`config.mk`:
```
export PLATFORM = sky130hd
export DESIGN_NAME = retransmission_send_buffer_flat
export DESIGN_NICKNAME = d
export VERILOG_FILES = /design/src/rtl/rsb_pkg.sv /design/src/rtl/rsb_in_if.sv /design/src/rtl/rsb_out_if.sv /design/src/rtl/rsb_cfg.sv /design/src/rtl/retransmission_send_buffer.sv /design/src/flat_wrapper.sv
export VERILOG_INCLUDE_DIRS = /design/src /design/src/rtl
export SDC_FILE = /design/constraint.sdc
export NUM_CORES = 2
export LEC_CHECK = 0
export ABC_CLOCK_PERIOD_IN_PS = 7100
export CORE_UTILIZATION = 40
export DETAILED_ROUTE_END_ITERATION = 8
export DONT_BUFFER_PORTS = 1
export GPL_TIMING_DRIVEN = 1
export PLACE_DENSITY = 0.56
export SLEW_MARGIN = 0
export SYNTH_ARGS = -nofsm -noshare
export SYNTH_HDL_FRONTEND = slang
export SYNTH_SLANG_ARGS = --single-unit
```
`constraint.sdc`:
```
create_clock -name clk -period 7.1 [get_ports clk]
set_clock_uncertainty 0.2 [all_clocks]
set_input_delay 1.065 -clock clk [delete_from_list [all_inputs] [get_ports clk]]
set_output_delay 1.065 -clock clk [all_outputs]
set_load 0.01 [all_outputs]
```
`src/rtl/retransmission_send_buffer_defines.svh`:
```
// Assertion helpers included by the RTL.
`ifndef RETRANSMISSION_SEND_BUFFER_DEFINES_SVH
`define RETRANSMISSION_SEND_BUFFER_DEFINES_SVH

// Same-cycle implication, disabled while reset is asserted.
`define RSB_ASSERT_IMP(lbl, clk, rst_n, ante, cons) \
  lbl: assert property (@(posedge clk) disable iff (!rst_n) (ante) |-> (cons)) \
    else $error("rsb assertion failed");

// Next-cycle implication, disabled while reset is asserted.
`define RSB_ASSERT_NXT(lbl, clk, rst_n, ante, cons) \
  lbl: assert property (@(posedge clk) disable iff (!rst_n) (ante) |=> (cons)) \
    else $error("rsb assertion failed");

`endif

```
`src/rtl/rsb_pkg.sv`:
```
package rsb_pkg;

  localparam int DEF_CONNECTIONS  = 2;
  localparam int DEF_BUFFER_DEPTH = 16;

  localparam int SEQ_W  = 32;
  localparam int TYPE_W = 3;
  localparam int PAY_W  = 16;
  localparam int CNT_W  = 5;
  localparam int ST_W   = 3;

  // operation codes
  localparam logic [2:0] K_CLEAR  = 3'd0;
  localparam logic [2:0] K_ADD    = 3'd1;
  localparam logic [2:0] K_READ   = 3'd2;
  localparam logic [2:0] K_PREP   = 3'd3;
  localparam logic [2:0] K_QUERY  = 3'd4;
  localparam logic [2:0] K_REMOVE = 3'd5;
  localparam logic [2:0] K_STATUS = 3'd6;

  // message types
  localparam logic [TYPE_W-1:0] T_DATA     = 3'd0;
  localparam logic [TYPE_W-1:0] T_RETRDATA = 3'd1;
  localparam logic [TYPE_W-1:0] T_HB       = 3'd2;
  localparam logic [TYPE_W-1:0] T_RETRREQ  = 3'd3;
  localparam logic [TYPE_W-1:0] T_RETRRESP = 3'd4;

  // result status
  localparam logic [ST_W-1:0] ST_OK       = 3'd0;
  localparam logic [ST_W-1:0] ST_EMPTY    = 3'd1;
  localparam logic [ST_W-1:0] ST_SEQ      = 3'd2;
  localparam logic [ST_W-1:0] ST_FULL     = 3'd3;
  localparam logic [ST_W-1:0] ST_CONN     = 3'd4;
  localparam logic [ST_W-1:0] ST_INTERNAL = 3'd5;

  // configuration register index
  localparam logic REG_ACTIVE = 1'b0;

  typedef struct packed {
    logic [PAY_W-1:0]  pay;
    logic [TYPE_W-1:0] typ;
    logic [SEQ_W-1:0]  seq;
  } desc_t;

endpackage

```
`src/rtl/rsb_in_if.sv`:
```
interface rsb_in_if import rsb_pkg::*; ();
  logic              valid;
  logic              ready;
  logic [2:0]        kind;
  logic              connection;
  logic [SEQ_W-1:0]  seq_number;
  logic [TYPE_W-1:0] msg_type;
  logic [PAY_W-1:0]  payload_handle;
  logic [SEQ_W-1:0]  new_start_seq;

  modport source (output valid, kind, connection, seq_number, msg_type, payload_handle,
                  new_start_seq, input ready);
  modport sink (input valid, kind, connection, seq_number, msg_type, payload_handle,
                new_start_seq, output ready);
endinterface

```
`src/rtl/rsb_out_if.sv`:
```
interface rsb_out_if import rsb_pkg::*; ();
  logic              valid;
  logic              ready;
  logic [ST_W-1:0]   status;
  logic [TYPE_W-1:0] out_type;
  logic [SEQ_W-1:0]  out_seq;
  logic [PAY_W-1:0]  out_payload;
  logic [SEQ_W-1:0]  next_sequence;
  logic [CNT_W-1:0]  used_entries;
  logic [CNT_W-1:0]  free_entries;
  logic [CNT_W-1:0]  unsent_entries;

  modport source (output valid, status, out_type, out_seq, out_payload, next_sequence,
                  used_entries, free_entries, unsent_entries, input ready);
  modport sink (input valid, status, out_type, out_seq, out_payload, next_sequence,
                used_entries, free_entries, unsent_entries, output ready);
endinterface

```
`src/rtl/rsb_cfg.sv`:
```
module rsb_cfg import rsb_pkg::*; (
  input  logic        clk,
  input  logic        rst_n,
  input  logic        cfg_psel,
  input  logic        cfg_penable,
  input  logic        cfg_pwrite,
  input  logic [2:0]  cfg_paddr,
  input  logic [31:0] cfg_pwdata,
  output logic [31:0] cfg_prdata,
  output logic        cfg_pready,
  output logic [1:0]  active_conn
);

  logic [1:0] active_r, active_nxt;

  always_comb begin
    active_nxt = active_r;
    if (cfg_psel && cfg_penable && cfg_pwrite && cfg_paddr[2] == REG_ACTIVE) begin
      active_nxt = cfg_pwdata[1:0];
    end
  end

  always_ff @(posedge clk) begin
    if (!rst_n) begin
      active_r <= 2'd1;
    end else begin
      active_r <= active_nxt;
    end
  end

  assign cfg_prdata  = (cfg_paddr[2] == REG_ACTIVE) ? {30'd0, active_r} : 32'd0;
  assign cfg_pready  = 1'b1;
  assign active_conn = active_r;

endmodule

```
`src/rtl/retransmission_send_buffer.sv`:
```
// Query, remove and prepare walk the stored entries one by one; prepare then copies the
// rebuilt entries back (one entry memory read port and one scratch memory port, each with
// a registered read).
// Flow: one item at a time; the next item is taken once the result is registered.
// Reset: synchronous, active low; all ring pointers and counts clear, config reads 1.
module retransmission_send_buffer import rsb_pkg::*; #(
  parameter int CONNECTIONS  = DEF_CONNECTIONS,
  parameter int BUFFER_DEPTH = DEF_BUFFER_DEPTH
) (
  input  logic        clk,
  input  logic        rst_n,
  rsb_in_if.sink      in_ch,
  rsb_out_if.source   out_ch,
  input  logic        cfg_psel,
  input  logic        cfg_penable,
  input  logic        cfg_pwrite,
  input  logic [2:0]  cfg_paddr,
  input  logic [31:0] cfg_pwdata,
  output logic [31:0] cfg_prdata,
  output logic        cfg_pready
);
  `include "retransmission_send_buffer_defines.svh"

  localparam int SW = $clog2(BUFFER_DEPTH);
  localparam int NW = $clog2(BUFFER_DEPTH + 1);
  localparam int CW = (CONNECTIONS > 1) ? $clog2(CONNECTIONS) : 1;
  localparam int NC = 1 << CW;
  localparam int AW = (CONNECTIONS * BUFFER_DEPTH > 1) ?
                      $clog2(CONNECTIONS * BUFFER_DEPTH) : 1;
  localparam int ED = CONNECTIONS * BUFFER_DEPTH;

  localparam logic [3:0] S_IDLE = 4'd0;
  localparam logic [3:0] S_EXEC = 4'd1;
  localparam logic [3:0] S_RDW  = 4'd2;
  localparam logic [3:0] S_WRD  = 4'd3;
  localparam logic [3:0] S_WEV  = 4'd4;
  localparam logic [3:0] S_PRR  = 4'd5;
  localparam logic [3:0] S_PEND = 4'd6;
  localparam logic [3:0] S_CRD  = 4'd7;
  localparam logic [3:0] S_CWR  = 4'd8;
  localparam logic [3:0] S_OUT  = 4'd9;

  function automatic logic [SW-1:0] wrap(input logic [SW-1:0] p, input logic [NW-1:0] k);
    logic [NW:0] s;
    s = (NW+1)'(p) + (NW+1)'(k);
    if (s >= (NW+1)'(BUFFER_DEPTH)) s = s - (NW+1)'(BUFFER_DEPTH);
    return s[SW-1:0];
  endfunction

  function automatic logic [AW-1:0] eaddr(input logic [CW-1:0] c, input logic [NW-1:0] s);
    return AW'(int'(c) * BUFFER_DEPTH + int'(s));
  endfunction

  function automatic logic [CNT_W-1:0] fit5(input logic [NW-1:0] v);
    logic [NW+CNT_W-1:0] t;
    t = {{CNT_W{1'b0}}, v};
    return t[CNT_W-1:0];
  endfunction

  logic [1:0] active_conn;

  rsb_cfg u_cfg (
    .clk         (clk),
    .rst_n       (rst_n),
    .cfg_psel    (cfg_psel),
    .cfg_penable (cfg_penable),
    .cfg_pwrite  (cfg_pwrite),
    .cfg_paddr   (cfg_paddr),
    .cfg_pwdata  (cfg_pwdata),
    .cfg_prdata  (cfg_prdata),
    .cfg_pready  (cfg_pready),
    .active_conn (active_conn)
  );

  // control state
  logic [3:0]    state_r, state_nxt;
  logic          out_valid_r, out_valid_nxt;
  logic [SW-1:0] rp_r [NC], rp_nxt [NC];
  logic [SW-1:0] wp_r [NC], wp_nxt [NC];
  logic [SW-1:0] mp_r [NC], mp_nxt [NC];
  logic [NW-1:0] used_r [NC], used_nxt [NC];
  logic [NW-1:0] unsent_r [NC], unsent_nxt [NC];

  // item and working registers
  logic [2:0]        kind_r, kind_nxt;
  logic              conn_r, conn_nxt;
  logic [SEQ_W-1:0]  seq_r, seq_nxt;
  logic [TYPE_W-1:0] mtype_r, mtype_nxt;
  logic [PAY_W-1:0]  pay_r, pay_nxt;
  logic [SEQ_W-1:0]  start_r, start_nxt;
  logic [NW-1:0]     i_r, i_nxt;
  logic [NW-1:0]     n_r, n_nxt;
  logic [SEQ_W-1:0]  cur_r, cur_nxt;
  logic [SEQ_W-1:0]  exp_r, exp_nxt;
  logic              ended_r, ended_nxt;
  logic              bad_r, bad_nxt;
  logic [ST_W-1:0]   rst_r, rst_nxt;
  desc_t             rdesc_r, rdesc_nxt;
  logic [SEQ_W-1:0]  rnext_r, rnext_nxt;

  logic [ST_W-1:0]   o_status_r, o_status_nxt;
  desc_t             o_desc_r, o_desc_nxt;
  logic [SEQ_W-1:0]  o_next_r, o_next_nxt;
  logic [CNT_W-1:0]  o_used_r, o_used_nxt;
  logic [CNT_W-1:0]  o_free_r, o_free_nxt;
  logic [CNT_W-1:0]  o_unsent_r, o_unsent_nxt;

  // entry memory and rebuild scratch memory
  desc_t         ent_mem [ED];
  desc_t         ent_q;
  logic          ent_we;
  logic [AW-1:0] ent_wa, ent_ra;
  desc_t         ent_wd;
  desc_t         reb_mem [BUFFER_DEPTH];
  desc_t         reb_q;
  logic          reb_we;
  logic [SW-1:0] reb_wa, reb_ra;
  desc_t         reb_wd;

  always_ff @(posedge clk) begin
    if (ent_we) ent_mem[ent_wa] <= ent_wd;
    ent_q <= ent_mem[ent_ra];
  end

  always_ff @(posedge clk) begin
    if (reb_we) reb_mem[reb_wa] <= reb_wd;
    reb_q <= reb_mem[reb_ra];
  end

  logic [CW-1:0] cidx;
  logic [NW-1:0] used_c, unsent_c;
  logic          sent_c;
  logic [SEQ_W-1:0] exp1;

  assign cidx     = CW'(conn_r);
  assign used_c   = used_r[cidx];
  assign unsent_c = unsent_r[cidx];
  assign sent_c   = i_r < (used_c - unsent_c);
  assign exp1     = exp_r + 32'd1;

  always_comb begin
    logic full;
    state_nxt     = state_r;
    out_valid_nxt = out_valid_r && !out_ch.ready;
    rp_nxt = rp_r;
    wp_nxt = wp_r;
    mp_nxt = mp_r;
    used_nxt = used_r;
    unsent_nxt = unsent_r;
    kind_nxt = kind_r;
    conn_nxt = conn_r;
    seq_nxt = seq_r;
    mtype_nxt = mtype_r;
    pay_nxt = pay_r;
    start_nxt = start_r;
    i_nxt = i_r;
    n_nxt = n_r;
    cur_nxt = cur_r;
    exp_nxt = exp_r;
    ended_nxt = ended_r;
    bad_nxt = bad_r;
    rst_nxt = rst_r;
    rdesc_nxt = rdesc_r;
    rnext_nxt = rnext_r;
    o_status_nxt = o_status_r;
    o_desc_nxt = o_desc_r;
    o_next_nxt = o_next_r;
    o_used_nxt = o_used_r;
    o_free_nxt = o_free_r;
    o_unsent_nxt = o_unsent_r;
    ent_we = 1'b0;
    ent_wa = eaddr(cidx, {NW{1'b0}});
    ent_wd = '0;
    ent_ra = eaddr(cidx, {NW{1'b0}});
    reb_we = 1'b0;
    reb_wa = n_r[SW-1:0];
    reb_wd = '0;
    reb_ra = i_r[SW-1:0];
    full   = n_r >= NW'(BUFFER_DEPTH);

    unique case (state_r)
      S_IDLE: begin
        if (in_ch.valid) begin
          kind_nxt  = in_ch.kind;
          conn_nxt  = in_ch.connection;
          seq_nxt   = in_ch.seq_number;
          mtype_nxt = in_ch.msg_type;
          pay_nxt   = in_ch.payload_handle;
          start_nxt = in_ch.new_start_seq;
          rst_nxt   = ST_OK;
          rdesc_nxt = '0;
          rnext_nxt = '0;
          bad_nxt   = ({1'b0, in_ch.connection} >= active_conn) ||
                      (int'(in_ch.connection) >= CONNECTIONS);
          if (bad_nxt) begin
            rst_nxt   = ST_CONN;
            state_nxt = S_OUT;
          end else begin
            state_nxt = S_EXEC;
          end
        end
      end
      S_EXEC: begin
        state_nxt = S_OUT;
        i_nxt = '0;
        case (kind_r)
          K_CLEAR: begin
            rp_nxt[cidx] = '0;
            wp_nxt[cidx] = '0;
            mp_nxt[cidx] = '0;
            used_nxt[cidx] = '0;
            unsent_nxt[cidx] = '0;
          end
          K_ADD: begin
            if (used_c >= NW'(BUFFER_DEPTH)) begin
              rst_nxt = ST_FULL;
            end else begin
              ent_we = 1'b1;
              ent_wa = eaddr(cidx, NW'(wp_r[cidx]));
              ent_wd.seq = seq_r;
              ent_wd.typ = mtype_r;
              ent_wd.pay = (mtype_r == T_HB || mtype_r == T_RETRREQ ||
                            mtype_r == T_RETRRESP) ? '0 : pay_r;
              wp_nxt[cidx] = wrap(wp_r[cidx], NW'(1));
              used_nxt[cidx] = used_c + NW'(1);
              unsent_nxt[cidx] = unsent_c + NW'(1);
            end
          end
          K_READ: begin
            if (unsent_c == '0) begin
              rst_nxt = ST_EMPTY;
            end else begin
              ent_ra = eaddr(cidx, NW'(rp_r[cidx]));
              state_nxt = S_RDW;
            end
          end
          K_PREP: begin
            if (used_c == '0) begin
              rst_nxt = ST_SEQ;
            end else begin
              // open the rebuild with the retransmission response
              reb_we = 1'b1;
              reb_wa = '0;
              reb_wd.seq = start_r;
              reb_wd.typ = T_RETRRESP;
              n_nxt = NW'(1);
              cur_nxt = start_r + 32'd1;
              exp_nxt = seq_r;
              ended_nxt = 1'b0;
              state_nxt = S_WRD;
            end
          end
          K_QUERY, K_REMOVE: state_nxt = S_WRD;
          default: ;
        endcase
      end
      S_RDW: begin
        rdesc_nxt = ent_q;
        rp_nxt[cidx] = wrap(rp_r[cidx], NW'(1));
        unsent_nxt[cidx] = unsent_c - NW'(1);
        state_nxt = S_OUT;
      end
      S_WRD: begin
        ent_ra = eaddr(cidx, NW'(wrap(mp_r[cidx], i_r)));
        state_nxt = S_WEV;
        if (kind_r == K_REMOVE) begin
          if (used_c <= unsent_c) state_nxt = S_OUT;
        end else if (i_r >= used_c) begin
          if (kind_r == K_QUERY) begin
            rst_nxt = ST_SEQ;
            state_nxt = S_OUT;
          end else begin
            state_nxt = S_PEND;
          end
        end
      end
      S_WEV: begin
        state_nxt = S_WRD;
        if (kind_r == K_REMOVE) begin
          if ((seq_r - ent_q.seq) >= SEQ_W'(BUFFER_DEPTH)) begin
            state_nxt = S_OUT;
          end else begin
            used_nxt[cidx] = used_c - NW'(1);
            mp_nxt[cidx] = wrap(mp_r[cidx], NW'(1));
            if (ent_q.seq == seq_r) state_nxt = S_OUT;
          end
        end else if (kind_r == K_QUERY) begin
          i_nxt = i_r + NW'(1);
          if (ent_q.seq == seq_r) state_nxt = S_OUT;
        end else begin
          i_nxt = i_r + NW'(1);
          exp_nxt = exp1;
          reb_wd.seq = cur_r;
          reb_wd.typ = ent_q.typ;
          reb_wd.pay = ent_q.pay;
          if (ent_q.seq != exp1) begin
            rst_nxt = ST_SEQ;
            state_nxt = S_OUT;
          end else if (sent_c) begin
            if (ent_q.typ == T_DATA || ent_q.typ == T_RETRDATA) begin
              reb_wd.typ = T_RETRDATA;
              reb_we = !full;
            end
          end else begin
            case (ent_q.typ)
              T_RETRDATA: begin
                if (ended_r) begin
                  rst_nxt = ST_INTERNAL;
                  state_nxt = S_OUT;
                end else begin
                  reb_we = !full;
                end
              end
              T_DATA: begin
                ended_nxt = 1'b1;
                reb_we = !full;
              end
              T_RETRREQ: begin
                reb_wd.pay = '0;
                reb_we = !full;
                if (!ended_r) begin
                  // heartbeat closes the retransmitted part, request follows
                  reb_wd.typ = T_HB;
                  ended_nxt = 1'b1;
                  if (!full) state_nxt = S_PRR;
                end
              end
              T_HB: ;
              default: begin
                rst_nxt = ST_INTERNAL;
                state_nxt = S_OUT;
              end
            endcase
            if (ent_q.typ == T_DATA || ent_q.typ == T_RETRDATA ||
                ent_q.typ == T_RETRREQ) begin
              if (full && !(ent_q.typ == T_RETRDATA && ended_r)) begin
                rst_nxt = ST_FULL;
                state_nxt = S_OUT;
              end
            end
          end
          if (sent_c && ent_q.seq == exp1 && full &&
              (ent_q.typ == T_DATA || ent_q.typ == T_RETRDATA)) begin
            rst_nxt = ST_FULL;
            state_nxt = S_OUT;
          end
          if (reb_we) begin
            n_nxt = n_r + NW'(1);
            cur_nxt = cur_r + 32'd1;
          end
        end
      end
      S_PRR: begin
        if (full) begin
          rst_nxt = ST_FULL;
          state_nxt = S_OUT;
        end else begin
          reb_we = 1'b1;
          reb_wd.seq = cur_r;
          reb_wd.typ = T_RETRREQ;
          n_nxt = n_r + NW'(1);
          cur_nxt = cur_r + 32'd1;
          state_nxt = S_WRD;
        end
      end
      S_PEND: begin
        i_nxt = '0;
        rnext_nxt = cur_r;
        state_nxt = S_CRD;
        if (!ended_r) begin
          reb_wd.seq = cur_r;
          reb_wd.typ = T_HB;
          reb_we = !full;
          n_nxt = n_r + NW'(1);
          cur_nxt = cur_r + 32'd1;
          rnext_nxt = cur_r + 32'd1;
        end
        if (!ended_r && full) begin
          rst_nxt = ST_FULL;
          state_nxt = S_OUT;
        end else if (used_c >= NW'(BUFFER_DEPTH)) begin
          rst_nxt = ST_INTERNAL;
          state_nxt = S_OUT;
        end
      end
      S_CRD: begin
        if (i_r >= n_r) begin
          rp_nxt[cidx] = '0;
          mp_nxt[cidx] = '0;
          wp_nxt[cidx] = (n_r == NW'(BUFFER_DEPTH)) ? '0 : n_r[SW-1:0];
          used_nxt[cidx] = n_r;
          unsent_nxt[cidx] = n_r;
          state_nxt = S_OUT;
        end else begin
          state_nxt = S_CWR;
        end
      end
      S_CWR: begin
        ent_we = 1'b1;
        ent_wa = eaddr(cidx, i_r);
        ent_wd = reb_q;
        i_nxt = i_r + NW'(1);
        state_nxt = S_CRD;
      end
      S_OUT: begin
        if (!out_valid_r || out_ch.ready) begin
          out_valid_nxt = 1'b1;
          o_status_nxt = rst_r;
          o_desc_nxt = rdesc_r;
          o_next_nxt = (rst_r == ST_OK && kind_r == K_PREP) ? rnext_r : '0;
          if (bad_r) begin
            o_used_nxt = '0;
            o_free_nxt = '0;
            o_unsent_nxt = '0;
          end else begin
            o_used_nxt = fit5(used_c);
            o_free_nxt = fit5(NW'(BUFFER_DEPTH) - used_c);
            o_unsent_nxt = fit5(unsent_c);
          end
          state_nxt = S_IDLE;
        end
      end
      default: state_nxt = S_IDLE;
    endcase
  end

  always_ff @(posedge clk) begin
    if (!rst_n) begin
      state_r <= S_IDLE;
      out_valid_r <= 1'b0;
      for (int c = 0; c < NC; c++) begin
        rp_r[c] <= '0;
        wp_r[c] <= '0;
        mp_r[c] <= '0;
        used_r[c] <= '0;
        unsent_r[c] <= '0;
      end
    end else begin
      state_r <= state_nxt;
      out_valid_r <= out_valid_nxt;
      rp_r <= rp_nxt;
      wp_r <= wp_nxt;
      mp_r <= mp_nxt;
      used_r <= used_nxt;
      unsent_r <= unsent_nxt;
    end
  end

  always_ff @(posedge clk) begin
    kind_r <= kind_nxt;
    conn_r <= conn_nxt;
    seq_r <= seq_nxt;
    mtype_r <= mtype_nxt;
    pay_r <= pay_nxt;
    start_r <= start_nxt;
    i_r <= i_nxt;
    n_r <= n_nxt;
    cur_r <= cur_nxt;
    exp_r <= exp_nxt;
    ended_r <= ended_nxt;
    bad_r <= bad_nxt;
    rst_r <= rst_nxt;
    rdesc_r <= rdesc_nxt;
    rnext_r <= rnext_nxt;
    o_status_r <= o_status_nxt;
    o_desc_r <= o_desc_nxt;
    o_next_r <= o_next_nxt;
    o_used_r <= o_used_nxt;
    o_free_r <= o_free_nxt;
    o_unsent_r <= o_unsent_nxt;
  end

  assign in_ch.ready          = (state_r == S_IDLE);
  assign out_ch.valid         = out_valid_r;
  assign out_ch.status        = o_status_r;
  assign out_ch.out_type      = o_desc_r.typ;
  assign out_ch.out_seq       = o_desc_r.seq;
  assign out_ch.out_payload   = o_desc_r.pay;
  assign out_ch.next_sequence = o_next_r;
  assign out_ch.used_entries  = o_used_r;
  assign out_ch.free_entries  = o_free_r;
  assign out_ch.unsent_entries = o_unsent_r;

  `RSB_ASSERT_IMP(a_unsent_le_used, clk, rst_n, state_r != S_IDLE, unsent_c <= used_c)
  `RSB_ASSERT_IMP(a_out_from_done, clk, rst_n, $rose(out_valid_r), $past(state_r) == S_OUT)
  `RSB_ASSERT_IMP(a_walk_bound, clk, rst_n, state_r == S_WEV && kind_r != K_REMOVE, i_r < used_c)

endmodule

```
`src/flat_wrapper.sv`:
```
// flat-port wrapper written by rule: the top's interface ports become plain ports
module retransmission_send_buffer_flat import rsb_pkg::*;
#(
  parameter int CONNECTIONS  = DEF_CONNECTIONS,
  parameter int BUFFER_DEPTH = DEF_BUFFER_DEPTH
)
  (clk, rst_n, cfg_psel, cfg_penable, cfg_pwrite, cfg_paddr, cfg_pwdata, cfg_prdata, cfg_pready, in_ch_valid, in_ch_kind, in_ch_connection, in_ch_seq_number, in_ch_msg_type, in_ch_payload_handle, in_ch_new_start_seq, in_ch_ready, out_ch_valid, out_ch_status, out_ch_out_type, out_ch_out_seq, out_ch_out_payload, out_ch_next_sequence, out_ch_used_entries, out_ch_free_entries, out_ch_unsent_entries, out_ch_ready);
  rsb_in_if in_ch_i ();
  rsb_out_if out_ch_i ();
  input  logic clk;
  input  logic rst_n;
  input  logic cfg_psel;
  input  logic cfg_penable;
  input  logic cfg_pwrite;
  input  logic [2:0] cfg_paddr;
  input  logic [31:0] cfg_pwdata;
  output logic [31:0] cfg_prdata;
  output logic cfg_pready;
  input wire logic [$bits(in_ch_i.valid)-1:0] in_ch_valid;
  input wire logic [$bits(in_ch_i.kind)-1:0] in_ch_kind;
  input wire logic [$bits(in_ch_i.connection)-1:0] in_ch_connection;
  input wire logic [$bits(in_ch_i.seq_number)-1:0] in_ch_seq_number;
  input wire logic [$bits(in_ch_i.msg_type)-1:0] in_ch_msg_type;
  input wire logic [$bits(in_ch_i.payload_handle)-1:0] in_ch_payload_handle;
  input wire logic [$bits(in_ch_i.new_start_seq)-1:0] in_ch_new_start_seq;
  output wire logic [$bits(in_ch_i.ready)-1:0] in_ch_ready;
  output wire logic [$bits(out_ch_i.valid)-1:0] out_ch_valid;
  output wire logic [$bits(out_ch_i.status)-1:0] out_ch_status;
  output wire logic [$bits(out_ch_i.out_type)-1:0] out_ch_out_type;
  output wire logic [$bits(out_ch_i.out_seq)-1:0] out_ch_out_seq;
  output wire logic [$bits(out_ch_i.out_payload)-1:0] out_ch_out_payload;
  output wire logic [$bits(out_ch_i.next_sequence)-1:0] out_ch_next_sequence;
  output wire logic [$bits(out_ch_i.used_entries)-1:0] out_ch_used_entries;
  output wire logic [$bits(out_ch_i.free_entries)-1:0] out_ch_free_entries;
  output wire logic [$bits(out_ch_i.unsent_entries)-1:0] out_ch_unsent_entries;
  input wire logic [$bits(out_ch_i.ready)-1:0] out_ch_ready;
  assign in_ch_i.valid = in_ch_valid;
  assign in_ch_i.kind = in_ch_kind;
  assign in_ch_i.connection = in_ch_connection;
  assign in_ch_i.seq_number = in_ch_seq_number;
  assign in_ch_i.msg_type = in_ch_msg_type;
  assign in_ch_i.payload_handle = in_ch_payload_handle;
  assign in_ch_i.new_start_seq = in_ch_new_start_seq;
  assign in_ch_ready = in_ch_i.ready;
  assign out_ch_valid = out_ch_i.valid;
  assign out_ch_status = out_ch_i.status;
  assign out_ch_out_type = out_ch_i.out_type;
  assign out_ch_out_seq = out_ch_i.out_seq;
  assign out_ch_out_payload = out_ch_i.out_payload;
  assign out_ch_next_sequence = out_ch_i.next_sequence;
  assign out_ch_used_entries = out_ch_i.used_entries;
  assign out_ch_free_entries = out_ch_i.free_entries;
  assign out_ch_unsent_entries = out_ch_i.unsent_entries;
  assign out_ch_i.ready = out_ch_ready;
  retransmission_send_buffer #(.CONNECTIONS(CONNECTIONS), .BUFFER_DEPTH(BUFFER_DEPTH)) u_core (.clk(clk), .rst_n(rst_n), .in_ch(in_ch_i), .out_ch(out_ch_i), .cfg_psel(cfg_psel), .cfg_penable(cfg_penable), .cfg_pwrite(cfg_pwrite), .cfg_paddr(cfg_paddr), .cfg_pwdata(cfg_pwdata), .cfg_prdata(cfg_prdata), .cfg_pready(cfg_pready));
endmodule
```
==> impl_metrics.ini <==
[run_status]
outcome = complete, no violations

[synth]
synth_enable_flop_cells = 2797
ys_seq_area_share_pct = 72.2
synthArstFlopShare_pct = 0
yosysUniqueCellTypes = 87
syn-cell-area_mm2 = 0.121
synth_warnings = 0
yosysTopAreaCellShare_pct = 69.6
syn-instance-count = 8128
synth_top_flop_cell = edfxtp_1
synthTopCellsByArea = edfxtp_1 (70%), mux4_2 (4.8%), nand2_1 (3.3%)
synth_top_area_cell = edfxtp_1
synth_seq_cells = 2950
avgSynthCellArea_um2 = 14.8

[drt]
drcViolationCount = 0
routed_via_density = 5.88
vias = 73000
wl_mm = 352
ant_nets = 0
wl_per_cell_um = 28.4
dr.pass1.iters = 6
drt_iter0_drc = 7828

[critical_path]
crit_slowest_cell = nor3_1
max_stage_delay_ns = 0.71
crit_arrival_ns = 6.69
worstPathRequired_ns = 7.46
endpoint_kind = register
cp_common_cell = nor3_1
path_max_fanout = 45
startpoint_type = register
worstPathCellList = ha_1 > nand4_1 > nor3_1 > o2111ai_1 > a211oi_1 > nand4b_1 > or4_1 > nor3_1 > a31o_2 > nand3_1 > nor3_4 > buf_12
critPathKind = register to register
reg2reg_depth = 12

[global_route]
grt_pass1_wl_mm = 504
grt_overflow_total = 0
antenna_found_initial = 12
grt_max_degree = 197
grt_pass1_vias = 70900
grt_usage_pct = 22.7

[clocking]
clk_pin_slew_worst_paths_ns = 0.06
numCtsBuffers = 314
cts_hold_buf = 68
clkLatencyLatePin_ns = 0.93
h-tree-depth = 5
clk_path_buf_depth = 4
cts_setup_buffers = 0
cts_resized = 0
cts_sinks = 2950
cts_root_buf = clkbuf_16
cts_tree = yes

[sta]
fin_ws_ns = 0.770
setup_viol = 0
finalHoldViolCount = 0
finalSetupTns_ns = 0
rsz0062_at_grt = no
slew-limit-headroom_pct = 11.5
fmax_mhz = 158
fin_crit_ns = 6.33
worst_slew_pin_slew_ns = 1.33
slew_viol_final = 0
fin_crit_sh_pct = 89.2

[cells_and_area]
mostFrequentLayoutCell = edfxtp_1
layoutNonFillerInstCount = 12400
layout_common_cells = edfxtp_1 (2797), nand2_1 (1040), nand3_1 (483)
nNetsFinal = 8366
area_growth_pct = 13.9
fillerInstances = 26000
final_layout_size_suffix_gt1_share_pct = 12.6

[floorplanning]
io_pins = 265
die_w_um = 551
die_h_um = 551
core_area_mm2 = 0.300
die-area_mm2 = 0.304
start_util_pct = 40.2
std_cell_rows = 201

[min_path]
min_path_type = input port to register
hold_depth = 0

[power]
switchingPower_mw = 15.5
p_comb_share_pct = 22.0
internal-power_mw = 34.3
p_per_area_mw_per_mm2 = 362
p_leak_nw = 43.7
p_sw_share_pct = 31.2
seqPwrFrac_pct = 45.2
p_clk_share_pct = 32.8
vdd_drop_max_v = 0.000260

[placed_design]
dp.cells = 11700
buffer_ports.inserted = 0
pre_cts_slack_ns = 1.01
gp_congestion = 0.896
dp_hpwl_mm = 198

[run]
maxCapViolCount = 0
==> power by group through the flow <==
stage | Clock (mW) | Sequential [mW] | Combinational, mW
after detailed placement | 0 | 22.8 | 10.9
after floorplan | 0 | 22.0 | 7.32
after CTS | 16.6 | 22.5 | 11.0
after global routing | 17.2 | 22.6 | 11.8
final | 16.3 | 22.5 | 10.9
after global placement | 0 | 22.8 | 10.8
==> final timing paths <==
path                                          from                                  end  slack, ns
setup / recovery         u_core.exp_r[0]$_DFFE_PP_      u_core.reb_mem[4][45]$_DFFE_PP_       0.77
hold / removal                in_ch_seq_number[30]           u_core.seq_r[30]$_DFFE_PP_       0.05
setup reg to reg         u_core.exp_r[0]$_DFFE_PP_      u_core.reb_mem[4][45]$_DFFE_PP_       0.77
hold reg to reg   u_core.rdesc_r[20]$_SDFFCE_PN0P_  u_core.out_ch.out_seq[20]$_DFFE_PP_       0.18
==> metal layers <==
layer / up-vias / GRT usage (%) / routed length (um)
li1: 31800 / - / -
met4: 0 / 6.88 / 10000
met1: 38000 / 31.8 / 151000
met2: 2716 / 37.1 / 169000
met3: 515 / 2.88 / 22700
met5: - / 0 / 0
==> stage by stage <==
| step | instance area [um^2] | hold WS [ns] | util, % | total power, mW |
|---|---|---|---|---|
| 2_1_floorplan | 121000 | 0.200 | - | 29.3 |
| 3_3_place_gp | 126000 | 0.204 | 42.2 | 33.6 |
| 3_5_place_dp | 126000 | 0.205 | 42.2 | 33.7 |
| 4_1_cts | 137000 | 0.000406 | 45.8 | 50.0 |
| 5_1_grt | 137000 | 0.0286 | 45.8 | 51.6 |
| 6_report | 137000 | 0.0514 | 45.8 | 49.8 |
==> state kept, by name (all words and copies together), names as in the netlist, 16 cells and up <==
name and count:
u_core.cur_r 32, u_core.ent_mem 1632, u_core.ent_q 51, u_core.exp_r 32
u_core.out_ch.next_sequence 32, u_core.out_ch.out_payload 16, u_core.out_ch.out_seq 32, u_core.pay_r 16
u_core.rdesc_r 51, u_core.reb_mem 816, u_core.reb_q 51, u_core.rnext_r 32
u_core.seq_r 32, u_core.start_r 32
==> Yosys cell counts, types with 6 or more instances <==
master / number
a211oi_1: 23
a21o_1: 22
a21oi_1: 308
a221o_1: 20
a22o_1: 81
a22oi_1: 8
a311oi_1: 211
a31oi_1: 13
and2_1: 71
and3_1: 43
and4_1: 16
buf_1: 54
buf_2: 10
buf_4: 34
clkbuf_1: 497
dfxtp_1: 153
edfxtp_1: 2797
ha_1: 70
inv_1: 86
mux2_2: 7
mux2i_1: 40
mux4_2: 255
nand2_1: 1046
nand2b_1: 20
nand3_1: 483
nand4_1: 35
nor2_1: 267
nor2b_1: 18
nor3_1: 58
nor4_1: 15
o2111ai_1: 6
o211ai_1: 426
o21a_1: 16
o21ai_0: 124
o21bai_1: 6
o22ai_1: 11
o31ai_1: 8
or2_2: 6
or3_1: 433
or4_1: 56
xnor2_1: 107
xnor3_1: 9
xor2_1: 57
==> final cells by class <==
class / count / area (um^2) / area share (%)
sequential: 2950 / 87100 / 63.3
multi-input combinational: 4521 / 31500 / 22.9
clock buffer: 385 / 8310 / 6.05
tap: 3958 / 4950 / 3.60
timing repair buffer: 290 / 3270 / 2.38
clock inverter: 193 / 1960 / 1.43
inverter: 87 / 329 / 0.239
antenna: 16 / 40.0 / 0.0291
==> critical path: cells and delay by family (launching register included) <==
kind	cells	cell delay, ns
flip-flops	1	0.43
AND/OR/NAND/NOR	7	3.57
AO/OA/AOI/OAI	3	0.82
buffers and inverters	1	0.40
adder cells (fa/ha/maj)	1	0.49
==> cell families (layout without fill, tap and decap cells) <==
group / Yosys count / in the layout / synth area share, %
other: 2 / 47 / 0.00623
AND/OR/NAND/NOR: 2595 / 2595 / 10.3
XOR/XNOR: 173 / 173 / 1.36
multiplexers: 302 / 302 / 5.16
buffers and inverters: 686 / 955 / 2.28
AO/OA/AOI/OAI: 1347 / 1347 / 7.90
adder cells (fa/ha/maj): 73 / 73 / 0.776
flip-flops: 2950 / 2950 / 72.2
Note: power is estimated with default switching activity, not from simulation.
